`src/hdl/assert_macros.svh`:
```
// assertion macros shared by the stack unit modules
`ifndef ASSERT_MACROS_SVH
`define ASSERT_MACROS_SVH
`ifndef SYNTH
// check with reset masking
`define ASSERT_RST(label, clk, rst, prop) \
   label: assert property (@(posedge clk) disable iff (rst) prop) \
      else $error("assertion failed in %m");
// check that also runs through reset
`define ASSERT_ALWAYS(label, clk, prop) \
   label: assert property (@(posedge clk) prop) \
      else $error("assertion failed in %m");
`else
`define ASSERT_RST(label, clk, rst, prop)
`define ASSERT_ALWAYS(label, clk, prop)
`endif
`endif

```
`src/hdl/lswp_pkg.sv`:
```
// shared constants, codes and types of the lifo stack unit
`default_nettype none
package lswp_pkg;

   localparam int DEPTH       = 64;
   localparam int ADDR_BITS   = $clog2(DEPTH);
   localparam int CNT_BITS    = $clog2(DEPTH + 1);
   localparam int DATA_BITS   = 32;
   localparam int CAP_BITS    = 7;
   localparam int POS_BITS    = 7;
   localparam int REQ_BITS    = 2;
   localparam int STATUS_BITS = 2;

   typedef enum logic [REQ_BITS-1:0] {
      REQ_PUSH = 2'd0,
      REQ_POP  = 2'd1,
      REQ_PEEK = 2'd2
   } req_code_type;

   typedef enum logic [STATUS_BITS-1:0] {
      ST_OK        = 2'd0,
      ST_OVERFLOW  = 2'd1,
      ST_UNDERFLOW = 2'd2,
      ST_BAD_POS   = 2'd3
   } status_code_type;

   typedef enum logic [1:0] {
      S_IDLE = 2'd0,
      S_EXEC = 2'd1,
      S_RESP = 2'd2
   } state_type;

   typedef struct packed {
      logic load;
      logic exec;
      logic respond;
   } ctrl_cmd_type;

endpackage
`default_nettype wire

```
`src/hdl/lifo_stack_with_peek_unit.sv`:
```
// lifo stack with peek: top level joining sequencer and datapath
//
//   channel   handshake                 beat
//   request   start, busy               req_type, req_push_value, req_position
//   result    rsp_valid (strobe)        rsp_read_value .. rsp_top_value
//   capacity  csr_valid, csr_ready      csr_data
//
// a request passes through accept, store access and result beat
// the store has one write port and two registered read ports
// busy stays high from the accept edge through the result cycle
// reset empties the stack and sets capacity to 64; the store itself is not cleared
// the result beat is shown for one cycle and cannot be stalled
`default_nettype none
module lifo_stack_with_peek_unit (
   input  wire                                   clock,
   input  wire                                   reset,
   input  wire                                   start,
   output logic                                  busy,
   input  wire  [lswp_pkg::REQ_BITS-1:0]         req_type,
   input  wire  signed [lswp_pkg::DATA_BITS-1:0] req_push_value,
   input  wire  [lswp_pkg::POS_BITS-1:0]         req_position,
   output logic                                  rsp_valid,
   output logic signed [lswp_pkg::DATA_BITS-1:0] rsp_read_value,
   output logic [lswp_pkg::STATUS_BITS-1:0]      rsp_status,
   output logic [lswp_pkg::CNT_BITS-1:0]         rsp_count,
   output logic                                  rsp_full_res,
   output logic                                  rsp_empty_res,
   output logic signed [lswp_pkg::DATA_BITS-1:0] rsp_top_value,
   input  wire                                   csr_valid,
   output logic                                  csr_ready,
   input  wire  [lswp_pkg::CAP_BITS-1:0]         csr_data
);

   lswp_pkg::ctrl_cmd_type cmd;

   lswp_ctrl u_ctrl (
      .clock (clock),
      .reset (reset),
      .start (start),
      .busy  (busy),
      .cmd   (cmd)
   );

   lswp_dp u_dp (
      .clock          (clock),
      .reset          (reset),
      .cmd            (cmd),
      .req_type       (req_type),
      .req_push_value (req_push_value),
      .req_position   (req_position),
      .cap_write      (csr_valid && csr_ready),
      .cap_data       (csr_data),
      .rsp_read_value (rsp_read_value),
      .rsp_status     (rsp_status),
      .rsp_count      (rsp_count),
      .rsp_full_res   (rsp_full_res),
      .rsp_empty_res  (rsp_empty_res),
      .rsp_top_value  (rsp_top_value)
   );

   assign rsp_valid = cmd.respond;
   assign csr_ready = !busy;

endmodule
`default_nettype wire

```
`src/hdl/lswp_ctrl.sv`:
```
// request sequencer of the lifo stack unit
`default_nettype none
`include "assert_macros.svh"
module lswp_ctrl (
   input  wire                    clock,
   input  wire                    reset,
   input  wire                    start,
   output logic                   busy,
   output lswp_pkg::ctrl_cmd_type cmd
);

   lswp_pkg::state_type state_ff;
   lswp_pkg::state_type state_in;

   always_ff @(posedge clock) begin
      if (reset) begin
         state_ff <= lswp_pkg::S_IDLE;
      end else begin
         state_ff <= state_in;
      end
   end

   always_comb begin
      state_in    = state_ff;
      busy        = 1'b1;
      cmd.load    = 1'b0;
      cmd.exec    = 1'b0;
      cmd.respond = 1'b0;
      case (state_ff)
         lswp_pkg::S_IDLE: begin
            busy = 1'b0;
            if (start) begin
               cmd.load = 1'b1;
               state_in = lswp_pkg::S_EXEC;
            end
         end
         lswp_pkg::S_EXEC: begin
            cmd.exec = 1'b1;
            state_in = lswp_pkg::S_RESP;
         end
         lswp_pkg::S_RESP: begin
            cmd.respond = 1'b1;
            state_in    = lswp_pkg::S_IDLE;
         end
         default: begin
            state_in = lswp_pkg::S_IDLE;
         end
      endcase
   end

   `ASSERT_RST(a_load_then_exec, clock, reset, cmd.load |=> cmd.exec)
   `ASSERT_RST(a_exec_then_resp, clock, reset, cmd.exec |=> cmd.respond)
   `ASSERT_RST(a_resp_then_free, clock, reset, cmd.respond |=> !busy && !cmd.respond)
   `ASSERT_ALWAYS(a_reset_idle, clock, reset |=> !busy)

endmodule
`default_nettype wire

```
`src/hdl/lswp_dp.sv`:
```
// stack store, fill counter, capacity register and result registers
`default_nettype none
`include "assert_macros.svh"
module lswp_dp (
   input  wire                                   clock,
   input  wire                                   reset,
   input  wire  lswp_pkg::ctrl_cmd_type          cmd,
   input  wire  [lswp_pkg::REQ_BITS-1:0]         req_type,
   input  wire  signed [lswp_pkg::DATA_BITS-1:0] req_push_value,
   input  wire  [lswp_pkg::POS_BITS-1:0]         req_position,
   input  wire                                   cap_write,
   input  wire  [lswp_pkg::CAP_BITS-1:0]         cap_data,
   output logic signed [lswp_pkg::DATA_BITS-1:0] rsp_read_value,
   output logic [lswp_pkg::STATUS_BITS-1:0]      rsp_status,
   output logic [lswp_pkg::CNT_BITS-1:0]         rsp_count,
   output logic                                  rsp_full_res,
   output logic                                  rsp_empty_res,
   output logic signed [lswp_pkg::DATA_BITS-1:0] rsp_top_value
);

   logic [lswp_pkg::DATA_BITS-1:0] mem [lswp_pkg::DEPTH];

   lswp_pkg::req_code_type         req_ff;
   logic [lswp_pkg::DATA_BITS-1:0] push_ff;
   logic [lswp_pkg::POS_BITS-1:0]  pos_ff;
   logic [lswp_pkg::CNT_BITS-1:0]  fill_ff;
   logic [lswp_pkg::CNT_BITS-1:0]  fill_in;
   logic [lswp_pkg::CAP_BITS-1:0]  cap_ff;
   lswp_pkg::status_code_type      status_ff;
   lswp_pkg::status_code_type      status_in;
   logic                           rd_ok_ff;
   logic                           rd_ok_in;
   logic                           top_push_ff;
   logic                           top_push_in;
   logic [lswp_pkg::DATA_BITS-1:0] rd_a_ff;
   logic [lswp_pkg::DATA_BITS-1:0] rd_b_ff;

   logic [lswp_pkg::CNT_BITS-1:0]  cap_eff;
   logic                           wr_en;
   logic [lswp_pkg::CNT_BITS-1:0]  addr_a_full;
   logic [lswp_pkg::CNT_BITS-1:0]  addr_b_full;
   logic [lswp_pkg::ADDR_BITS-1:0] addr_a;
   logic [lswp_pkg::ADDR_BITS-1:0] addr_b;
   logic [lswp_pkg::ADDR_BITS-1:0] wr_addr;

   // capacity clamped to 1..depth
   always_comb begin
      if (cap_ff == '0) begin
         cap_eff = lswp_pkg::CNT_BITS'(1);
      end else if (32'(cap_ff) > lswp_pkg::DEPTH) begin
         cap_eff = lswp_pkg::CNT_BITS'(lswp_pkg::DEPTH);
      end else begin
         cap_eff = lswp_pkg::CNT_BITS'(cap_ff);
      end
   end

   always_comb begin
      fill_in     = fill_ff;
      status_in   = lswp_pkg::ST_OK;
      rd_ok_in    = 1'b0;
      top_push_in = 1'b0;
      wr_en       = 1'b0;
      addr_a_full = fill_ff - lswp_pkg::CNT_BITS'(1);
      case (req_ff)
         lswp_pkg::REQ_PUSH: begin
            if (fill_ff >= cap_eff) begin
               status_in = lswp_pkg::ST_OVERFLOW;
            end else begin
               wr_en       = 1'b1;
               top_push_in = 1'b1;
               fill_in     = fill_ff + lswp_pkg::CNT_BITS'(1);
            end
         end
         lswp_pkg::REQ_POP: begin
            if (fill_ff == '0) begin
               status_in = lswp_pkg::ST_UNDERFLOW;
            end else begin
               rd_ok_in = 1'b1;
               fill_in  = fill_ff - lswp_pkg::CNT_BITS'(1);
            end
         end
         lswp_pkg::REQ_PEEK: begin
            if (pos_ff == '0 || 32'(pos_ff) > 32'(fill_ff)) begin
               status_in = lswp_pkg::ST_BAD_POS;
            end else begin
               rd_ok_in    = 1'b1;
               addr_a_full = fill_ff - lswp_pkg::CNT_BITS'(pos_ff);
            end
         end
         default: begin
            status_in = lswp_pkg::ST_OK;
         end
      endcase
      addr_b_full = fill_in - lswp_pkg::CNT_BITS'(1);
   end

   assign addr_a  = addr_a_full[lswp_pkg::ADDR_BITS-1:0];
   assign addr_b  = addr_b_full[lswp_pkg::ADDR_BITS-1:0];
   assign wr_addr = fill_ff[lswp_pkg::ADDR_BITS-1:0];

   // stack store
   always_ff @(posedge clock) begin
      if (cmd.exec) begin
         if (wr_en) begin
            mem[wr_addr] <= push_ff;
         end
         rd_a_ff <= mem[addr_a];
         rd_b_ff <= mem[addr_b];
      end
   end

   always_ff @(posedge clock) begin
      if (cmd.load) begin
         req_ff  <= lswp_pkg::req_code_type'(req_type);
         push_ff <= req_push_value;
         pos_ff  <= req_position;
      end
      if (cmd.exec) begin
         status_ff   <= status_in;
         rd_ok_ff    <= rd_ok_in;
         top_push_ff <= top_push_in;
      end
   end

   always_ff @(posedge clock) begin
      if (reset) begin
         fill_ff <= '0;
         cap_ff  <= lswp_pkg::CAP_BITS'(lswp_pkg::DEPTH);
      end else begin
         if (cmd.exec) begin
            fill_ff <= fill_in;
         end
         if (cap_write) begin
            cap_ff <= cap_data;
         end
      end
   end

   assign rsp_read_value = rd_ok_ff ? rd_a_ff : '0;
   assign rsp_status     = status_ff;
   assign rsp_count      = fill_ff;
   assign rsp_full_res   = fill_ff >= cap_eff;
   assign rsp_empty_res  = fill_ff == '0;
   always_comb begin
      if (fill_ff == '0) begin
         rsp_top_value = '1;
      end else if (top_push_ff) begin
         rsp_top_value = push_ff;
      end else begin
         rsp_top_value = rd_b_ff;
      end
   end

   `ASSERT_RST(a_fill_bound, clock, reset, 32'(fill_ff) <= lswp_pkg::DEPTH)
   `ASSERT_RST(a_fill_hold, clock, reset, !cmd.exec |=> $stable(fill_ff))
   `ASSERT_RST(a_push_room, clock, reset, (cmd.exec && wr_en) |-> (fill_ff < cap_eff))

endmodule
`default_nettype wire
```
`config.mk`:
```
export PLATFORM = sky130hd
export DESIGN_NAME = lifo_stack_with_peek_unit
export DESIGN_NICKNAME = d
export VERILOG_FILES = /design/src/hdl/lswp_pkg.sv /design/src/hdl/lifo_stack_with_peek_unit.sv /design/src/hdl/lswp_ctrl.sv /design/src/hdl/lswp_dp.sv
export VERILOG_INCLUDE_DIRS = /design/src /design/src/hdl
export SDC_FILE = /design/constraint.sdc
export NUM_CORES = 2
export LEC_CHECK = 0
export BUFFER_PORTS_ARGS = -buffer_cell sky130_fd_sc_hd__clkbuf_2
export CORE_MARGIN = 1
export CORE_UTILIZATION = 45
export CTS_CLUSTER_DIAMETER = 60
export CTS_CLUSTER_SIZE = 28
export DETAILED_ROUTE_END_ITERATION = 7
export MAX_ROUTING_LAYER = met4
export PLACE_DENSITY = 0.66
export SLEW_MARGIN = 30
export SYNTH_ARGS = -nofsm -noshare
export SYNTH_HDL_FRONTEND = slang
export SYNTH_SLANG_ARGS = --single-unit
```
`constraint.sdc`:
```
create_clock -name clock -period 4.53 [get_ports clock]
set_input_delay 0.453 -clock clock [delete_from_list [all_inputs] [get_ports clock]]
set_output_delay 0.453 -clock clock [all_outputs]
set_load 0.01 [all_outputs]
```
==> metrics.md <==
| Metric | Value |
|---|---|
| Worst-path maximum fanout | `64` |
| Clk slew on worst S/H paths | `0.09 ns` |
| CTS tree | `yes` |
| Synth area leader | `edfxtp_1` |
| Final GP Congestion | `1.015` |
| Skew-Pair Late Insertion Delay | `0.88 ns` |
| Largest family of logic cells by synthesized area | `simple AND/OR/NAND/NOR gates` |
| Mux cell area share after synthesis | `13.41%` |
| Maximum operating frequency | `between 0.2 and 0.25 GHz` |
| Syn_nets | `~8100` |
| Rows | `174` |
| Syn Inst Count | `7973` |
| Ys flop type | `edfxtp_1` |
| Relative slew margins | `28.20%` |
| Vias/cell | `between 6 and 7` |
| Failing checks | `DRC` |
| Clk sinks | `2173` |
| YS warnings | `0` |
| Die Span X | `479.3 µm` |
| HPWL Detailed | `262.9 mm` |
| # fillers | `18591` |
| Clk_skew | `0.06287 ns` |
| Area of the multi-input gates | `36110 µm²` |
| Worst EP required | `about 5.3 ns` |
| PortBufs | `about 130` |
| Fin crit share | `between 90% and 100%` |
| Nets | `8563` |
| Leakage | `40.80 nW` |
| CP Capture Type | `flip-flop` |
| Post-synth top cells | `nand2_1, edfxtp_1, nand3_1, mux4_2, clkbuf_1` |
| Compound-gate portion of the synthesized area | `~4.4%` |
| Fraction of layout cells with a size suffix above 1 | `21.97%` |
| WL final | `410.6 mm` |
| Fraction of registers with async set/reset | `0%` |
| Status | `finished, violations left` |
| Sequential area share after synthesis | `63.49%` |
| Slew Limit Fails | `0` |
| Hold/Removal Path Class | `in2reg` |
| Register bit total from synthesis | `2173` |
| Final min period | `4.527 ns` |
| Layout area overhead | `16.94%` |
| Top post-synthesis cells by area | `edfxtp_1, mux4_2, nand2_1, nand3_1, clkbuf_1` |
| Most common cell in the synthesized netlist | `nand2_1` |
| First-pass GRT wire length | `564.9 mm` |
| Routed vias | `~80000` |
| GR Overflow Total | `0` |
| Arr. time, crit path | `5.25 ns` |
| CTS H-tree lvls | `4` |
| Number of CTS-inserted buffers | `about 150` |
| Height of the die | `479.3 µm` |
| Startpoint types | `flip-flop` |
| Synth Area in XOR/XNOR | `0.1281%` |
| Antenna violations before repair | `30` |
| Synth cell types | `67` |
| Simple-gate share of the synthesized area | `15.87%` |
| Number of global-route vias before repair | `72319` |
| CTS root buffer | `clkbuf_16` |
| Starting Density | `45.46%` |
| Tot Pwr | `slightly above 50 mW` |
| Total die area | `229800 µm²` |
| Top-area cell type share of the netlist area | `63.17%` |
| Worst-Margin Slew | `roughly 1.1 ns` |
| Deepest clock path buffer count | `3` |
| DRT iter0 DRCs | `14670` |
| DRC viols | `25` |
| Layout Utilization | `between 50 and 60%` |
| Io pins | `130` |
| Syn avg cell area | `12.86 µm²` |
| WL per Instance | `around 35 µm` |
| Worst VDD drop | `397.3 µV` |
| Post-Route Setup TNS | `0 ns` |
| Pre-antenna DRT Iters | `8` |
| Pwr dens | `429.0 nW/µm²` |
| Register Area | `between 60000 and 70000 µm²` |
| Area of the core | `between 200000 and 250000 µm²` |
| Setup-failing EPs final | `0` |
| Routed Antenna Nets | `0` |
| Synth Cell Area | `102500 µm²` |
| Maxcap violations | `0` |
| Post-synth EDFFs | `around 2200` |
| Largest net degree at the start of global routing | `~120` |
| Critical path class | `reg2reg` |
| RSZ-0062 raised after global routing | `yes` |
| Post-Synth Adder-Cell Area | `less than 1%` |
| Hold Fails Final Rpt | `0` |
| GRT Total Usage | `~36%` |
worst max-delay path, stage by stage, from the launching register on:
cell and delay, ns:
edfxtp_1 0.41, ha_1 0.32, nor2b_1 0.14, o21ai_1 0.12, a21oi_1 0.11, buf_4 0.15
o211ai_1 0.32, buf_4 0.19, and3_4 0.33, buf_12 0.19, buf_12 0.31, buf_4 0.54
nand2_1 0.11, nand3_1 0.10, nand3_1 0.09, a21oi_1 0.67, or4_1 0.23
final timing paths:
kind,cells past startpoint,end,from,slack (ns)
worst max-delay path,16,u_dp.rd_a_ff[13],u_dp.pos_ff[1],0.003
worst min-delay path,2,u_dp.rsp_count[6],reset,0.08
worst max register to register,16,u_dp.rd_a_ff[13],u_dp.pos_ff[1],0.003
worst min register to register,3,u_dp.rsp_count[6],u_dp.rsp_count[6],0.68
stage by stage:
step	setup WS (ns)	cells	cell area (µm²)	hold slack [ns]
finish	0.003446	11651	119900	0.08242
global route	-0.03553	11635	119900	0.07874
CTS	0.001532	11591	119300	0.01859
detailed placement	-0.2344	11259	113500	0.4623
global placement	-0.2427	11255	113500	0.4625
floorplan	0.1455	7973	102500	0.4300
final cells by class:
type | count | share of cell area (%)
timing repair buffer | 936 | 8.006
antenna | 48 | 0.1002
inverter | 28 | 0.08975
clock buffer | 166 | 3.181
multi-input combinational | 5198 | 30.12
clock inverter | 110 | 1.088
sequential | 2173 | 54.29
tap | 2992 | 3.122
cell families (layout without fill, tap and decap cells):
kind of cell / Yosys count / after routing
compound gates: 621 / 621
xor+xnor: 15 / 15
fa+ha+maj: 27 / 27
buf+inv: 602 / 1240
flops: 2173 / 2173
mux: 716 / 716
other cells: 0 / 48
simple gates: 3819 / 3819
where the power goes:
part	total [mW]	internal, mW	leakage [nW]	switching [mW]
logic	13.9	5.22	18.8	8.69
registers	22.7	22.4	19.6	0.328
clock network	14.8	6.86	2.46	7.95
total	51.4	34.5	40.8	17.0
registers in the layout, summed over array words and instances, names as in the netlist, 7 cells and up:
register and count:
u_dp.pos_ff 7, u_dp.mem 2048, u_dp.cap_ff 7, u_dp.rd_a_ff 32
u_dp.push_ff 32, u_dp.rd_b_ff 32, u_dp.rsp_count 7
layer usage:
metal  global-route usage, %  up-vias  wire length (µm)
met3                   12.25     1120             65140
li1                        -    31091                 -
met2                   50.35     6875            176000
met5                       -        -                 0
met1                   47.75    39206            148400
met4                   16.25        0             21060
timing repair:
item                       4_1_cts  5_1_grt
hold buffers                    54        0
gates resized for setup         21       77
setup buffers                    2       13
hold endpoints to repair        48        0
pin swaps                        2       18
setup endpoints to repair       24       54
cloned                           1        1
placed cells by master, fill, tap and decap left out, drive strengths merged, types with 4 or more instances in the layout:
master,count
nand2,2493
edfxtp,2157
nand3,983
buf,751
mux4,512
clkbuf,296
a21boi,157
nand4,133
mux2,133
a21oi,119
nor2,91
inv,78
mux2i,71
a22o,67
a221oi,67
a2111oi,63
o21ai,57
dlygate4sd3,54
diode,48
and2,42
clkinv,42
or4,37
a32oi,32
ha,26
dfxtp,16
a22oi,15
clkinvlp,12
nor2b,11
xnor2,11
nor3,10
o211ai,9
a211oi,7
bufinv,6
nand2b,4
a222oi,4
xor2,4
Note: power is estimated with default switching activity, not from simulation.
